`src/design/pfe_pkg.sv`:
```
// Shared types, codes and constants of the printf format engine.
package pfe_pkg;

  localparam int BUFFER_CAPACITY_DEF = 128;
  localparam int MAX_PAD_WIDTH_DEF   = 32;
  localparam int DIGITS              = 24;
  localparam int IDX_W               = $clog2(DIGITS);

  localparam logic [7:0] CH_NUL  = 8'h00;
  localparam logic [7:0] CH_PCT  = 8'h25;
  localparam logic [7:0] CH_ZERO = 8'h30;
  localparam logic [7:0] CH_NINE = 8'h39;
  localparam logic [7:0] CH_MINUS = 8'h2d;
  localparam logic [7:0] CH_LOW_A = 8'h61;
  localparam logic [7:0] CH_LOW_C = 8'h63;
  localparam logic [7:0] CH_LOW_D = 8'h64;
  localparam logic [7:0] CH_LOW_H = 8'h68;
  localparam logic [7:0] CH_LOW_I = 8'h69;
  localparam logic [7:0] CH_LOW_L = 8'h6c;
  localparam logic [7:0] CH_LOW_O = 8'h6f;
  localparam logic [7:0] CH_LOW_P = 8'h70;
  localparam logic [7:0] CH_LOW_U = 8'h75;
  localparam logic [7:0] CH_LOW_X = 8'h78;

  typedef enum logic [3:0] {
    S_IDLE, S_ONE, S_TERM, S_CONV, S_SCAN, S_SIGN, S_PRE0, S_PREX, S_PAD, S_DIG
  } state_t;

  typedef enum logic [2:0] { LM_NONE, LM_L, LM_LL, LM_H, LM_HH } lmod_t;
  typedef enum logic [1:0] { W8, W16, W32, W64 } wsel_t;
  typedef enum logic [1:0] { BASE_DEC, BASE_HEX, BASE_OCT } base_t;
  typedef enum logic [1:0] { ACT_NONE, ACT_ONE, ACT_NUM, ACT_TERM } act_t;

  typedef struct packed {
    logic       load;
    wsel_t      wsel;
    logic       sgn;
    base_t      base;
    logic       prefix;
    logic [5:0] pad_w;
    logic       conv;
    logic       scan;
    logic       emit;
    logic       emit_digit;
    logic [7:0] lit;
    logic       last;
    logic       term;
    logic       term_err;
    logic       pad_dec;
    logic       idx_dec;
  } cmd_t;

  typedef struct packed {
    logic slot_free;
    logic conv_done;
    logic scan_done;
    logic neg;
    logic prefix;
    logic pad_zero;
    logic idx_zero;
  } sts_t;

endpackage

```
`src/design/pfe_ctrl.sv`:
```
// Format parser and sequencing state machine of the printf format engine.
module pfe_ctrl #(
  parameter int MAX_PAD_WIDTH = pfe_pkg::MAX_PAD_WIDTH_DEF
) (
  input  logic          clk,
  input  logic          rst,
  input  logic          in_valid,
  output logic          in_stall,
  input  logic [7:0]    fmt_char,
  input  logic [7:0]    arg_lo,
  input  pfe_pkg::sts_t sts,
  output pfe_pkg::cmd_t cmd
);

  localparam logic [7:0] CH0 = pfe_pkg::CH_ZERO;

  pfe_pkg::state_t state, state_next;
  pfe_pkg::lmod_t  lmod, lmod_next;
  pfe_pkg::act_t   act;
  pfe_pkg::wsel_t  d_wsel;
  pfe_pkg::base_t  d_base;
  logic       in_spec, in_spec_next;
  logic       has_content, has_content_next;
  logic       zero_pad, zero_pad_next;
  logic [5:0] pad_width, pad_width_next;
  logic       err, err_next;
  logic       term_err;
  logic [7:0] lit_char, d_lit;
  logic       d_sgn, d_prefix;
  logic [8:0] wsum;
  logic       accept;

  assign accept   = in_valid && !in_stall;
  assign in_stall = (state != pfe_pkg::S_IDLE);
  assign wsum = {pad_width, 3'b000} + {2'b00, pad_width, 1'b0} + {1'b0, fmt_char - CH0};

  // Decode of one format character against the current spec state.
  always_comb begin
    act              = pfe_pkg::ACT_NONE;
    d_lit            = fmt_char;
    d_wsel           = pfe_pkg::W32;
    d_base           = pfe_pkg::BASE_DEC;
    d_sgn            = 1'b0;
    d_prefix         = 1'b0;
    in_spec_next     = in_spec;
    has_content_next = has_content;
    zero_pad_next    = zero_pad;
    pad_width_next   = pad_width;
    lmod_next        = lmod;
    err_next         = err;
    if (fmt_char == pfe_pkg::CH_NUL) begin
      act              = pfe_pkg::ACT_TERM;
      in_spec_next     = 1'b0;
      has_content_next = 1'b0;
      zero_pad_next    = 1'b0;
      pad_width_next   = '0;
      lmod_next        = pfe_pkg::LM_NONE;
      err_next         = 1'b0;
    end else if (err) begin
      act = pfe_pkg::ACT_NONE;
    end else if (!in_spec) begin
      if (fmt_char == pfe_pkg::CH_PCT) begin
        in_spec_next     = 1'b1;
        has_content_next = 1'b0;
      end else begin
        act = pfe_pkg::ACT_ONE;
      end
    end else begin
      // Every path below either keeps the spec open or closes it.
      in_spec_next     = 1'b0;
      has_content_next = 1'b0;
      zero_pad_next    = 1'b0;
      pad_width_next   = '0;
      lmod_next        = pfe_pkg::LM_NONE;
      if (fmt_char inside {[pfe_pkg::CH_ZERO:pfe_pkg::CH_NINE]}) begin
        if (lmod != pfe_pkg::LM_NONE || (fmt_char != pfe_pkg::CH_ZERO && !zero_pad)) begin
          err_next = 1'b1;
        end else begin
          in_spec_next     = 1'b1;
          has_content_next = 1'b1;
          zero_pad_next    = 1'b1;
          lmod_next        = lmod;
          pad_width_next   = pad_width;
          if (zero_pad) begin
            pad_width_next = (wsum > 9'(MAX_PAD_WIDTH)) ? 6'(MAX_PAD_WIDTH) : wsum[5:0];
          end
        end
      end else begin
        case (fmt_char)
          pfe_pkg::CH_PCT: begin
            if (has_content) begin
              err_next = 1'b1;
            end else begin
              act = pfe_pkg::ACT_ONE;
            end
          end
          pfe_pkg::CH_LOW_L, pfe_pkg::CH_LOW_H: begin
            if (lmod == pfe_pkg::LM_NONE) begin
              lmod_next = (fmt_char == pfe_pkg::CH_LOW_L) ? pfe_pkg::LM_L : pfe_pkg::LM_H;
            end else if (lmod == pfe_pkg::LM_L && fmt_char == pfe_pkg::CH_LOW_L) begin
              lmod_next = pfe_pkg::LM_LL;
            end else if (lmod == pfe_pkg::LM_H && fmt_char == pfe_pkg::CH_LOW_H) begin
              lmod_next = pfe_pkg::LM_HH;
            end else begin
              err_next = 1'b1;
            end
            if (!err_next) begin
              in_spec_next     = 1'b1;
              has_content_next = 1'b1;
              zero_pad_next    = zero_pad;
              pad_width_next   = pad_width;
            end
          end
          pfe_pkg::CH_LOW_C: begin
            if (lmod != pfe_pkg::LM_NONE || (zero_pad && pad_width != '0)) begin
              err_next = 1'b1;
            end else begin
              act   = pfe_pkg::ACT_ONE;
              d_lit = arg_lo;
            end
          end
          pfe_pkg::CH_LOW_P: begin
            if (lmod != pfe_pkg::LM_NONE) begin
              err_next = 1'b1;
            end else begin
              act      = pfe_pkg::ACT_NUM;
              d_base   = pfe_pkg::BASE_HEX;
              d_prefix = 1'b1;
            end
          end
          pfe_pkg::CH_LOW_D, pfe_pkg::CH_LOW_I, pfe_pkg::CH_LOW_U,
          pfe_pkg::CH_LOW_X, pfe_pkg::CH_LOW_O: begin
            act   = pfe_pkg::ACT_NUM;
            d_sgn = (fmt_char == pfe_pkg::CH_LOW_D) || (fmt_char == pfe_pkg::CH_LOW_I);
            if (fmt_char == pfe_pkg::CH_LOW_X) begin
              d_base = pfe_pkg::BASE_HEX;
            end else if (fmt_char == pfe_pkg::CH_LOW_O) begin
              d_base = pfe_pkg::BASE_OCT;
            end
            case (lmod)
              pfe_pkg::LM_LL: d_wsel = pfe_pkg::W64;
              pfe_pkg::LM_H:  d_wsel = pfe_pkg::W16;
              pfe_pkg::LM_HH: d_wsel = pfe_pkg::W8;
              default:        d_wsel = pfe_pkg::W32;
            endcase
          end
          default: err_next = 1'b1;
        endcase
      end
    end
  end

  always_ff @(posedge clk) begin
    if (rst) begin
      state       <= pfe_pkg::S_IDLE;
      in_spec     <= 1'b0;
      has_content <= 1'b0;
      zero_pad    <= 1'b0;
      pad_width   <= '0;
      lmod        <= pfe_pkg::LM_NONE;
      err         <= 1'b0;
      term_err    <= 1'b0;
    end else begin
      state <= state_next;
      if (accept) begin
        in_spec     <= in_spec_next;
        has_content <= has_content_next;
        zero_pad    <= zero_pad_next;
        pad_width   <= pad_width_next;
        lmod        <= lmod_next;
        err         <= err_next;
        term_err    <= err;
      end
    end
  end

  always_ff @(posedge clk) begin
    if (accept) begin
      lit_char <= (fmt_char == pfe_pkg::CH_PCT) ? pfe_pkg::CH_PCT : d_lit;
    end
  end

  // Next state.
  always_comb begin
    state_next = state;
    case (state)
      pfe_pkg::S_IDLE: begin
        if (accept) begin
          case (act)
            pfe_pkg::ACT_ONE:  state_next = pfe_pkg::S_ONE;
            pfe_pkg::ACT_NUM:  state_next = pfe_pkg::S_CONV;
            pfe_pkg::ACT_TERM: state_next = pfe_pkg::S_TERM;
            default:           state_next = pfe_pkg::S_IDLE;
          endcase
        end
      end
      pfe_pkg::S_ONE, pfe_pkg::S_TERM: begin
        if (sts.slot_free) state_next = pfe_pkg::S_IDLE;
      end
      pfe_pkg::S_CONV: begin
        if (sts.conv_done) state_next = pfe_pkg::S_SCAN;
      end
      pfe_pkg::S_SCAN: begin
        if (sts.scan_done) begin
          if (sts.neg) state_next = pfe_pkg::S_SIGN;
          else if (sts.prefix) state_next = pfe_pkg::S_PRE0;
          else state_next = pfe_pkg::S_PAD;
        end
      end
      pfe_pkg::S_SIGN: begin
        if (sts.slot_free) state_next = sts.prefix ? pfe_pkg::S_PRE0 : pfe_pkg::S_PAD;
      end
      pfe_pkg::S_PRE0: begin
        if (sts.slot_free) state_next = pfe_pkg::S_PREX;
      end
      pfe_pkg::S_PREX: begin
        if (sts.slot_free) state_next = pfe_pkg::S_PAD;
      end
      pfe_pkg::S_PAD: begin
        if (sts.pad_zero) state_next = pfe_pkg::S_DIG;
      end
      pfe_pkg::S_DIG: begin
        if (sts.slot_free && sts.idx_zero) state_next = pfe_pkg::S_IDLE;
      end
      default: state_next = pfe_pkg::S_IDLE;
    endcase
  end

  // Commands to the datapath.
  always_comb begin
    cmd          = '0;
    cmd.wsel     = d_wsel;
    cmd.sgn      = d_sgn;
    cmd.base     = d_base;
    cmd.prefix   = d_prefix;
    cmd.pad_w    = zero_pad ? pad_width : 6'd0;
    cmd.term_err = term_err;
    case (state)
      pfe_pkg::S_IDLE: cmd.load = accept && (act == pfe_pkg::ACT_NUM);
      pfe_pkg::S_ONE: begin
        cmd.emit = sts.slot_free;
        cmd.lit  = lit_char;
        cmd.last = 1'b1;
      end
      pfe_pkg::S_TERM: cmd.term = sts.slot_free;
      pfe_pkg::S_CONV: cmd.conv = 1'b1;
      pfe_pkg::S_SCAN: cmd.scan = 1'b1;
      pfe_pkg::S_SIGN: begin
        cmd.emit = sts.slot_free;
        cmd.lit  = pfe_pkg::CH_MINUS;
      end
      pfe_pkg::S_PRE0: begin
        cmd.emit = sts.slot_free;
        cmd.lit  = pfe_pkg::CH_ZERO;
      end
      pfe_pkg::S_PREX: begin
        cmd.emit = sts.slot_free;
        cmd.lit  = pfe_pkg::CH_LOW_X;
      end
      pfe_pkg::S_PAD: begin
        cmd.emit    = sts.slot_free && !sts.pad_zero;
        cmd.pad_dec = sts.slot_free && !sts.pad_zero;
        cmd.lit     = pfe_pkg::CH_ZERO;
      end
      pfe_pkg::S_DIG: begin
        cmd.emit       = sts.slot_free;
        cmd.emit_digit = 1'b1;
        cmd.last       = sts.idx_zero;
        cmd.idx_dec    = sts.slot_free && !sts.idx_zero;
      end
      default: cmd.load = 1'b0;
    endcase
  end

endmodule

```
`src/design/pfe_dpath.sv`:
```
// Number conversion, digit store, length counters and output register.
module pfe_dpath #(
  parameter int BUFFER_CAPACITY = pfe_pkg::BUFFER_CAPACITY_DEF
) (
  input  logic          clk,
  input  logic          rst,
  input  pfe_pkg::cmd_t cmd,
  output pfe_pkg::sts_t sts,
  input  logic [63:0]   arg_value,
  output logic          out_valid,
  input  logic          out_stall,
  output logic [7:0]    out_char,
  output logic          char_valid,
  output logic          kept,
  output logic          run_last,
  output logic          end_of_string,
  output logic          error_flag,
  output logic [15:0]   total_len
);

  localparam int ND = pfe_pkg::DIGITS;
  localparam int IW = pfe_pkg::IDX_W;

  logic [ND-1:0][3:0] digit_store, dig_load, dig_adj;
  logic [63:0]     value, mask, masked, mag, aligned;
  logic [ND*4-1:0] vz;
  logic [6:0]      shift_cnt, bits;
  logic [IW-1:0]   idx;
  logic [5:0]      pad_cnt, n_digits, pads, pad_req;
  logic            neg, prefix, sbit, neg_d;
  logic [7:0]      stored_count;
  logic [15:0]     produced_count, produced_inc;
  logic [3:0]      cur_digit;
  logic [7:0]      digit_char;
  logic            keep_now;

  // Masking, sign and magnitude of the argument at load.
  always_comb begin
    case (cmd.wsel)
      pfe_pkg::W8:  begin mask = 64'h0000_0000_0000_00ff; bits = 7'd8;  end
      pfe_pkg::W16: begin mask = 64'h0000_0000_0000_ffff; bits = 7'd16; end
      pfe_pkg::W64: begin mask = '1;                     bits = 7'd64; end
      default:      begin mask = 64'h0000_0000_ffff_ffff; bits = 7'd32; end
    endcase
    masked = arg_value & mask;
    case (cmd.wsel)
      pfe_pkg::W8:  sbit = masked[7];
      pfe_pkg::W16: sbit = masked[15];
      pfe_pkg::W64: sbit = masked[63];
      default:      sbit = masked[31];
    endcase
    neg_d = cmd.sgn && sbit;
    mag   = neg_d ? ((~masked + 64'd1) & mask) : masked;
    case (cmd.wsel)
      pfe_pkg::W8:  aligned = mag << 56;
      pfe_pkg::W16: aligned = mag << 48;
      pfe_pkg::W64: aligned = mag;
      default:      aligned = mag << 32;
    endcase
    vz = {{(ND*4-64){1'b0}}, masked};
    for (int i = 0; i < ND; i++) begin
      case (cmd.base)
        pfe_pkg::BASE_HEX: dig_load[i] = vz[4*i +: 4];
        pfe_pkg::BASE_OCT: dig_load[i] = {1'b0, vz[3*i +: 3]};
        default:           dig_load[i] = 4'd0;
      endcase
    end
  end

  // Add-three correction of the binary to decimal shift.
  always_comb begin
    for (int i = 0; i < ND; i++) begin
      dig_adj[i] = (digit_store[i] >= 4'd5) ? digit_store[i] + 4'd3 : digit_store[i];
    end
  end

  assign cur_digit  = digit_store[idx];
  assign digit_char = (cur_digit < 4'd10) ? pfe_pkg::CH_ZERO + {4'd0, cur_digit}
                                          : pfe_pkg::CH_LOW_A + {4'd0, cur_digit - 4'd10};
  assign n_digits   = {1'b0, idx} + 6'd1;
  assign pads       = (pad_req > n_digits) ? pad_req - n_digits : 6'd0;

  always_ff @(posedge clk) begin
    if (cmd.load) begin
      neg         <= neg_d;
      prefix      <= cmd.prefix;
      pad_req     <= cmd.pad_w;
      value       <= aligned;
      digit_store <= dig_load;
      shift_cnt   <= (cmd.base == pfe_pkg::BASE_DEC) ? bits : 7'd0;
      idx         <= IW'(ND - 1);
    end else if (cmd.conv && shift_cnt != 7'd0) begin
      digit_store[0] <= {dig_adj[0][2:0], value[63]};
      for (int i = 1; i < ND; i++) begin
        digit_store[i] <= {dig_adj[i][2:0], dig_adj[i-1][3]};
      end
      value     <= value << 1;
      shift_cnt <= shift_cnt - 7'd1;
    end else if (cmd.scan) begin
      if (sts.scan_done) begin
        pad_cnt <= pads;
      end else begin
        idx <= idx - IW'(1);
      end
    end else if (cmd.pad_dec) begin
      pad_cnt <= pad_cnt - 6'd1;
    end else if (cmd.idx_dec) begin
      idx <= idx - IW'(1);
    end
  end

  assign keep_now     = stored_count < 8'(BUFFER_CAPACITY);
  assign produced_inc = (produced_count != 16'hffff) ? produced_count + 16'd1 : produced_count;

  always_ff @(posedge clk) begin
    if (rst) begin
      out_valid      <= 1'b0;
      stored_count   <= '0;
      produced_count <= '0;
    end else begin
      if (cmd.emit || cmd.term) begin
        out_valid <= 1'b1;
      end else if (!out_stall) begin
        out_valid <= 1'b0;
      end
      if (cmd.emit) begin
        if (keep_now) stored_count <= stored_count + 8'd1;
        produced_count <= produced_inc;
      end else if (cmd.term) begin
        produced_count <= '0;
      end
    end
  end

  always_ff @(posedge clk) begin
    if (cmd.emit) begin
      out_char      <= cmd.emit_digit ? digit_char : cmd.lit;
      char_valid    <= 1'b1;
      kept          <= keep_now;
      run_last      <= cmd.last;
      end_of_string <= 1'b0;
      error_flag    <= 1'b0;
      total_len     <= produced_inc;
    end else if (cmd.term) begin
      out_char      <= pfe_pkg::CH_NUL;
      char_valid    <= 1'b0;
      kept          <= 1'b0;
      run_last      <= 1'b1;
      end_of_string <= 1'b1;
      error_flag    <= cmd.term_err;
      total_len     <= produced_count;
    end
  end

  always_comb begin
    sts.slot_free = !out_valid || !out_stall;
    sts.conv_done = (shift_cnt == 7'd0);
    sts.scan_done = (idx == '0) || (cur_digit != 4'd0);
    sts.neg       = neg;
    sts.prefix    = prefix;
    sts.pad_zero  = (pad_cnt == 6'd0);
    sts.idx_zero  = (idx == '0);
  end

endmodule

```
`src/design/printf_format_engine.sv`:
```
// Top level of the printf format engine: parser controller plus conversion datapath.
//
//   channel | handshake            | payload                                  | dir
//   --------+----------------------+------------------------------------------+----
//   request | in_valid, in_stall   | fmt_char, arg_value                      | in
//   result  | out_valid, out_stall | out_char .. total_len (seven fields)     | out
//
// One request is taken at a time; a plain character, "%%", "%c" or the terminator
// waits in S_ONE or S_TERM for room in the result register, and a spec character
// that produces nothing is accepted without leaving idle. A number passes the load,
// the conversion (a shift per argument bit for decimal), a scan past the leading zero
// slots of the 24-entry digit store and the emitting states, held by a result stall.
// Reset is synchronous and clears the parser state, the counters and the result valid
// flag; a stalled result holds while the next request is already accepted.
module printf_format_engine #(
  parameter int BUFFER_CAPACITY = pfe_pkg::BUFFER_CAPACITY_DEF,
  parameter int MAX_PAD_WIDTH   = pfe_pkg::MAX_PAD_WIDTH_DEF
) (
  input  logic        clk,
  input  logic        rst,
  input  logic        in_valid,
  output logic        in_stall,
  input  logic [7:0]  fmt_char,
  input  logic [63:0] arg_value,
  output logic        out_valid,
  input  logic        out_stall,
  output logic [7:0]  out_char,
  output logic        char_valid,
  output logic        kept,
  output logic        run_last,
  output logic        end_of_string,
  output logic        error_flag,
  output logic [15:0] total_len
);

  pfe_pkg::cmd_t cmd;
  pfe_pkg::sts_t sts;

  // The controller parses the format and sequences each conversion.
  pfe_ctrl #(
    .MAX_PAD_WIDTH(MAX_PAD_WIDTH)
  ) u_ctrl (
    .clk      (clk),
    .rst      (rst),
    .in_valid (in_valid),
    .in_stall (in_stall),
    .fmt_char (fmt_char),
    .arg_lo   (arg_value[7:0]),
    .sts      (sts),
    .cmd      (cmd)
  );

  // The datapath owns the digits, the length counters and the result register.
  pfe_dpath #(
    .BUFFER_CAPACITY(BUFFER_CAPACITY)
  ) u_dpath (
    .clk           (clk),
    .rst           (rst),
    .cmd           (cmd),
    .sts           (sts),
    .arg_value     (arg_value),
    .out_valid     (out_valid),
    .out_stall     (out_stall),
    .out_char      (out_char),
    .char_valid    (char_valid),
    .kept          (kept),
    .run_last      (run_last),
    .end_of_string (end_of_string),
    .error_flag    (error_flag),
    .total_len     (total_len)
  );

`ifndef SYNTH
  // A character is only written into the result register when it has room.
  a_emit_has_room: assert property (@(posedge clk) disable iff (rst)
    (cmd.emit || cmd.term) |-> sts.slot_free)
    else $error("result written while the output register was full");

  // Nothing is emitted while the block is open for a new request.
  a_idle_no_emit: assert property (@(posedge clk) disable iff (rst)
    !in_stall |-> !(cmd.emit || cmd.term))
    else $error("result produced while accepting a request");

  // The terminator result closes its request and carries no character.
  a_term_shape: assert property (@(posedge clk) disable iff (rst)
    (out_valid && end_of_string) |-> (run_last && !char_valid && !kept))
    else $error("malformed terminator result");
`endif

endmodule
```
`config.mk`:
```
export PLATFORM = sky130hd
export DESIGN_NAME = printf_format_engine
export DESIGN_NICKNAME = d
export VERILOG_FILES = /design/src/design/pfe_pkg.sv /design/src/design/pfe_ctrl.sv /design/src/design/pfe_dpath.sv /design/src/design/printf_format_engine.sv
export SDC_FILE = /design/constraint.sdc
export NUM_CORES = 1
export LEC_CHECK = 0
export BUFFER_PORTS_ARGS = -buffer_cell sky130_fd_sc_hd__buf_2
export CAP_MARGIN = 20
export CORE_MARGIN = 1
export CORE_UTILIZATION = 28
export DETAILED_ROUTE_END_ITERATION = 10
export HOLD_SLACK_MARGIN = 0.02
export PLACE_DENSITY = 0.51
export SLEW_MARGIN = 10
export SYNTH_ARGS = -nofsm -noshare
export SYNTH_HDL_FRONTEND = slang
export SYNTH_HIERARCHICAL = 1
export SYNTH_SLANG_ARGS = --single-unit
```
`constraint.sdc`:
```
create_clock -name clk -period 13.17 [get_ports clk]
set_clock_uncertainty 0.2 [all_clocks]
set_input_delay 3.2925 -clock clk [delete_from_list [all_inputs] [get_ports clk]]
set_output_delay 3.2925 -clock clk [all_outputs]
set_load 0.03 [all_outputs]
```
==> reports/results.tsv, run 1 <==
metric	value	unit
max-cap viol count	0	
failing checks	design-rule violations	
Root Buffer	clkbuf_16	
WL final	67780	µm
vias in the first global route	16280	
Vias per Instance	5.580	
Synth cell types	99	
register bit total from synthesis	266	
gr ovfl total	0	
status	finished with violations	
Final HPWL DP	48450	µm
Crit Path Class	input pin to flip-flop	
Worst Setup SP	fmt_char[4]	
IO Port Bufs	106	
Final nets	2254	
postcts setup bufs	0	
Clock Sinks	266	
setup TNS	0	ps
initial antenna violation count	1	
worst skew pair latency	550	ps
Total Routing Usage GR	19.67	%
Avg Cell Area, Syn	9.162	µm²
Die Height	260.5	µm
DP Cell Count	2914	
worst-margin pin slew	1137	ps
Slew Viols, Final	0	
synthesis-to-finish area growth	12.75	%
Reg2Reg Launch Point	u_ctrl/in_spec$_SDFFE_PP0P_	
Leak Pwr	0.007472	µW
CTS max path bufs	3	
Ports	107	
Setup crit end kind	flip-flop	
core footprint	65980	µm²
Hold Path Origin	u_ctrl/term_err$_SDFFE_PP0P_	
DRC errors left	9	
Synth warnings	6	
cells after synthesis	2042	
Die Footprint	67860	µm²
Worst setup SP type	input pin	
worst min-delay path category	flip-flop to flip-flop	
post-layout util	31.97	%
routed len/inst	22.77	µm
CTS Buf Count	35	
CTS Hold Bufs	0	
number of synthesized flops with an enable pin	207	
Max Clk Rate	0.1239	GHz
initial core utilization	28.36	%
PD cells	134.1	nW/µm²
CTS H-tree depth	2	
fin crit period	8071	ps
Critical Path Fanout Max	48	
Max-slew headroom	22.99	%
Hold Vio Cnt, Final	0	
fraction of layout cells with a size suffix above 1	11.60	%
largest net degree at the start of global routing	75	
final setup vio count	0	
asr flop ratio synth	0	%
DR pass1 iterations	8	
fin crit share	61.29	%
Clock transition at path regs	60	ps
Die Wd	260.5	µm
first-pass GRT wire length	101800	µm
GP Congestion	0.9180	
Cell Area, Synth	18710	µm²
DR iter-0 viols	1393	
number of diodes	0	
Worst VDD drop	0.00007868	V
worst hold slack	258.5	ps
CP arrival	8160	ps
Detail Route Antenna Nets	0	
RSZ-0062 raised after global routing	no	
CTS resizes	0	
Vias	16610	
placement row count	94	
fin cells	2976	
Main synth FF type	edfxtp_1	
CTS tree	built	
Synth Net Count	2209	
post-synthesis sequential area ratio	39.54	%
Crit path required time	13260	ps
==> flip-flops by register name, indices dropped and copies added, names as in the netlist, 7 cells and up <==
name,cells
u_dpath/produced_count,16
u_dpath/digit_store,96
u_dpath/shift_cnt,7
u_dpath/total_len,16
u_dpath/value,64
u_dpath/stored_count,8
u_ctrl/lit_char,8
u_dpath/out_char,8
==> power breakdown <==
part | switching, µW | internal [µW]
clock network | 387 | 545
registers | 91.5 | 1060
logic | 499 | 248
total | 977 | 1850
==> cell usage after synthesis (26+ instances only) <==
cell         n  area share, %
a22oi_1     45            1.8
nand3_1     43            1.2
o22ai_1     34            1.1
nor2_1     189            3.8
a31oi_1     26           0.87
dfxtp_1     59            6.3
o2bb2ai_1   27            1.3
xor2_1      61            2.9
a21oi_1    155            4.1
inv_1       97            1.9
nor3b_1     31            1.2
nor3_1      48            1.3
o21ai_0    128            3.4
nand2_1    175            3.5
ha_1        85            5.7
xnor2_1     71            3.3
nand2b_1    44            1.5
edfxtp_1   207             33
clkbuf_1    85            1.7
==> layer usage <==
layer / track usage [%] / routed length, µm
met1: 24.94 / 28590
met2: 32.99 / 32150
met3: 3.438 / 4253
met4: 7.765 / 2730
met5: 0.5698 / 59
==> worst max-delay path: stages <==
cell       delay, ps
buf_2            130
inv_1            120
ha_1             210
and3b_1          240
mux2i_1           80
o211ai_1         360
or3b_2           520
buf_4            320
nor2_1           830
nor2_1           260
a2111oi_4        860
nand4_4          200
nor3b_2          250
mux2i_1          100
o32a_1           340
==> cells by family after synthesis <==
family	after synthesis	synth area share, %
AND/OR/NAND/NOR	688	18.51
AO/OA/AOI/OAI	589	20.62
flip-flops	266	39.54
buffers and inverters	225	4.875
XOR/XNOR	132	6.179
adder cells (fa/ha/maj)	91	6.327
multiplexers	51	3.946
==> layout make-up <==
cell class              instances  area [µm²]
repair buffers                134       740.7
well taps                     864        1081
inverters                      99       371.6
flip-flops and latches        266        7397
multi-input cells            1551       10420
fillers                      6831       44890
clock buffers                  50       952.2
clock inverters                12       135.1
==> worst paths after layout <==
path / endpoint / slack (ps) / cells past startpoint
max: u_dpath/value[51]$_DFFE_PP_ / 5100 / 15
min: u_ctrl/term_err$_SDFFE_PP0P_ / 260 / 2
max reg2reg: u_dpath/value[51]$_DFFE_PP_ / 7770 / 12
min reg2reg: u_ctrl/term_err$_SDFFE_PP0P_ / 260 / 2
==> per-stage QoR <==
step	cell area (µm²)	setup WS [ps]	total power, µW
after floorplan	18710	2553	1669
after CTS	21100	5124	2854
final	21100	5099	2828
after detailed placement	20010	4550	1913
after global placement	20000	4591	1896
after global routing	21100	4796	2969
==> layout by cell type, fill, tap and decap left out, types with 61 or more instances in the layout <==
master / count
ha_1: 85
buf_2: 106
edfxtp_1: 207
nor2_1: 189
a21oi_1: 155
inv_1: 96
xor2_1: 61
nand2_1: 173
o21ai_0: 128
xnor2_1: 71
No activity file was read; power rests on OpenSTA's default activity.
==> inputs of run 2 (changes only) <==
ABC_AREA = 1   (was not set)
clock period = 7.85 ns   (was 13.17 ns; I/O delays follow)
==> run 2 against run 1 <==
Effect of this change:
- the run now ends clean
- routed wire length up 4.2%
- sequential cell count unchanged
- clock power up 85%
- global-route usage about the same
- final area up 6.0%
- critical path depth up 8
- hold slack worse by 7.0 ps
- first-iteration DRC count up 23%
- sequential share of layout area down 2.0 points
- via count up 12%
- setup slack worse by 3000 ps
- synthesized area up 5.4%
==> reports/results.tsv, run 2 <==
metric	value	unit	change
Crit path required time	8090	ps	-5170 ps
worst min-delay path category	flip-flop to flip-flop		
CTS resizes	0		unchanged
top sig layer	met5		
Seq pwr share	35.5	%	-5.1 points
post-layout util	32.38	%	+0.41 points
routed len/inst	19.16	µm	-16%
CTS H-tree depth	2		unchanged
Worst VDD drop	0.0001560	V	+98%
Net Sw Power	2122	µW	+120%
Synth cell types	69		-30%
PD cells	245.7	nW/µm²	+83%
Leak Pwr	0.009816	µW	+31%
CTS Buf Count	36		+2.9%
DRC errors left	0		-9
Met2 Routed Length	30940	µm	-3.8%
Final nets	2893		+28%
max-cap viol count	0		unchanged
Ports	107		unchanged
status	finished, final reports clean		
DR pass1 iterations	5		-3
top cells by count, synth	558 x nand2_1, 368 x inv_1, 252 x nor2_1		
Setup crit end kind	flip-flop		
CP arrival	6020	ps	-2140 ps
GP Congestion	0.9675		+5.4%
gr ovfl total	0		unchanged
setup TNS	0	ps	unchanged
core footprint	69070	µm²	+4.7%
combinational share of power	33.1	%	+6.7 points
hold endpoint	u_dpath/char_valid$_SDFFE_PP1P_		
asr flop ratio synth	0	%	unchanged
fin crit period	5775	ps	
worst-margin pin slew	1004	ps	-133.2 ps
RSZ-0062 raised after global routing	no		
DR iter-0 viols	1718		+23%
Die Wd	267.3	µm	+2.6%
Worst setup SP type	input pin		
Final HPWL DP	52350	µm	+8.0%
Cell Area, Synth	19710	µm²	+5.4%
initial antenna violation count	5		+4
Hold Path Origin	u_dpath/char_valid$_SDFFE_PP1P_		
number of synthesized flops with an enable pin	207		unchanged
Hold Vio Cnt, Final	0		unchanged
synthesis-to-finish area growth	13.46	%	
Total Routing Usage GR	19.62	%	-0.048 points
cells after synthesis	2655		+30%
Regs by FF count	u_dpath/digit_store x96, u_dpath/value x64		
final setup vio count	0		unchanged
postcts setup bufs	0		unchanged
most common cell after layout, fill and taps aside	nand2_1		
initial core utilization	28.54	%	+0.19 points
CTS max path bufs	3		unchanged
Vias per Instance	5.066		-9.2%
switching share of total power	38.61	%	+4.1 points
Max Clk Rate	0.1732	GHz	
Synth Net Count	2822		+28%
max FFs per register	96		unchanged
path depth of the worst reg2reg path	14		+2
Main synth FF type	edfxtp_1		
Clock Sinks	266		unchanged
Die Height	267.3	µm	+2.6%
Reg2Reg Launch Point	u_ctrl/zero_pad$_SDFFE_PP0P_		
vias in the first global route	17890		+9.9%
Detail Route Antenna Nets	0		unchanged
WL met3	4608	µm	+8.3%
P_int	3374	µW	+82%
Vias	18670		+12%
Area contributors post-synth	edfxtp_1 32%, nand2_1 11%, inv_1 7.0%		
worst r2r dst	u_dpath/digit_store[76]$_DFFE_PP_		
hold depth	2		unchanged
Clock transition at path regs	70	ps	about the same
Synth warnings	6		unchanged
fraction of layout cells with a size suffix above 1	10.82	%	-0.78 points
Max-slew headroom	32.99	%	+10 points
Avg Cell Area, Syn	7.425	µm²	-19%
cell taking the most area after synthesis	edfxtp_1		
Synth top area share	31.53	%	-1.7 points
first-pass GRT wire length	107300	µm	+5.4%
largest net degree at the start of global routing	87		+16%
CTS tree	built		
fin crit share	73.57	%	
Die Footprint	71470	µm²	+5.3%
WL final	70610	µm	+4.2%
placement row count	96		+2.1%
Slew Viols, Final	0		unchanged
post-synthesis sequential area ratio	37.52	%	-2.0 points
most common cell in the netlist	nand2_1		
worst skew pair latency	560	ps	about the same
IO Port Bufs	106		unchanged
largest register by flop count	u_dpath/digit_store		
M1 WL	31930	µm	+12%
R2R setup slack	3430	ps	-4340 ps
Critical Path Fanout Max	10		-79%
clock share of power	31.4	%	-1.5 points
register bit total from synthesis	266		unchanged
CTS Hold Bufs	0		unchanged
most frequent cells in the layout	557 x nand2_1, 366 x inv_1, 251 x nor2_1		
Crit Path Class	input pin to flip-flop		
Root Buffer	clkbuf_16		
[run 2: worst max path at each step]
| stage | startpoint | end | slack, ps | depth (start not counted) |
|---|---|---|---|---|
| floorplan | fmt_char[4] | u_dpath/pad_cnt[0]$_DFFE_PP_ | 60 | 17 |
| global placement | fmt_char[4] | u_dpath/value[25]$_DFFE_PP_ | 1550 | 15 |
| detailed placement | fmt_char[4] | u_dpath/value[16]$_DFFE_PP_ | 1590 | 15 |
| CTS | fmt_char[4] | u_dpath/value[41]$_DFFE_PP_ | 2150 | 15 |
| global route | fmt_char[4] | u_dpath/value[59]$_DFFE_PP_ | 1690 | 23 |
| finish | fmt_char[4] | u_dpath/value[59]$_DFFE_PP_ | 2080 | 23 |
[run 2: cells by family after synthesis]
family                   Yosys count  share of synthesized area [%]
AO/OA/AOI/OAI                    518                          15.37
XOR/XNOR                          68                          3.021
adder cells (fa/ha/maj)           91                          6.004
buffers and inverters            481                          9.781
flip-flops                       266                          37.52
multiplexers                       1                        0.05712
AND/OR/NAND/NOR                 1230                          28.25
[run 2: cell type report]
cell class                 instances  area (µm²)
antenna                            1       2.502
clock buffer                      43       958.4
clock inverter                    23       264.0
fill                            7438       46700
inverter                         383        1450
multi-input combinational       1908       10410
sequential                       266        7398
tap                              931        1165
timing repair buffer             131       718.2
[run 2: power groups by stage]
| stage | logic, µW | clock network (µW) | registers (µW) |
|---|---|---|---|
| floorplan | 1150 | 0 | 2110 |
| global placement | 1830 | 0 | 1980 |
| detailed placement | 1820 | 0 | 1980 |
| CTS | 1830 | 1770 | 1960 |
| global route | 2040 | 1820 | 1980 |
| finish | 1820 | 1720 | 1950 |
[run 2: worst max-delay path, stage by stage]
cell	delay, ps
buf_2	110
inv_1	80
ha_1	230
nand3_2	130
inv_1	80
a21oi_1	220
nand2_1	80
inv_1	80
nor2_1	70
and3_1	340
nor2_4	580
nor2_2	240
nor2_1	230
nand2_1	120
nor2_4	220
inv_1	110
nor2_1	300
nor2_1	100
xor2_1	280
inv_1	110
nand2_1	140
nand3_1	100
nand2_1	70
[run 2: metal layers]
metal  track usage (%)  vias up
met4             8.512        8
met2             30.28      648
li1                  -     9091
met1             26.95     8770
met5                 0        -
met3             3.062      157
[run 2: per-stage QoR]
stage / hold slack, ps / setup WS, ps / instance area (µm²) / power [µW] / instances
floorplan: 245.3 / 61.55 / 19710 / 3262 / 2655
detailed placement: 239.0 / 1585 / 21140 / 3805 / 3619
global route: 278.3 / 1691 / 22360 / 5836 / 3685
finish: 251.4 / 2075 / 22370 / 5496 / 3686
CTS: 251.9 / 2149 / 22360 / 5559 / 3685
global placement: 230.8 / 1549 / 21140 / 3813 / 3619
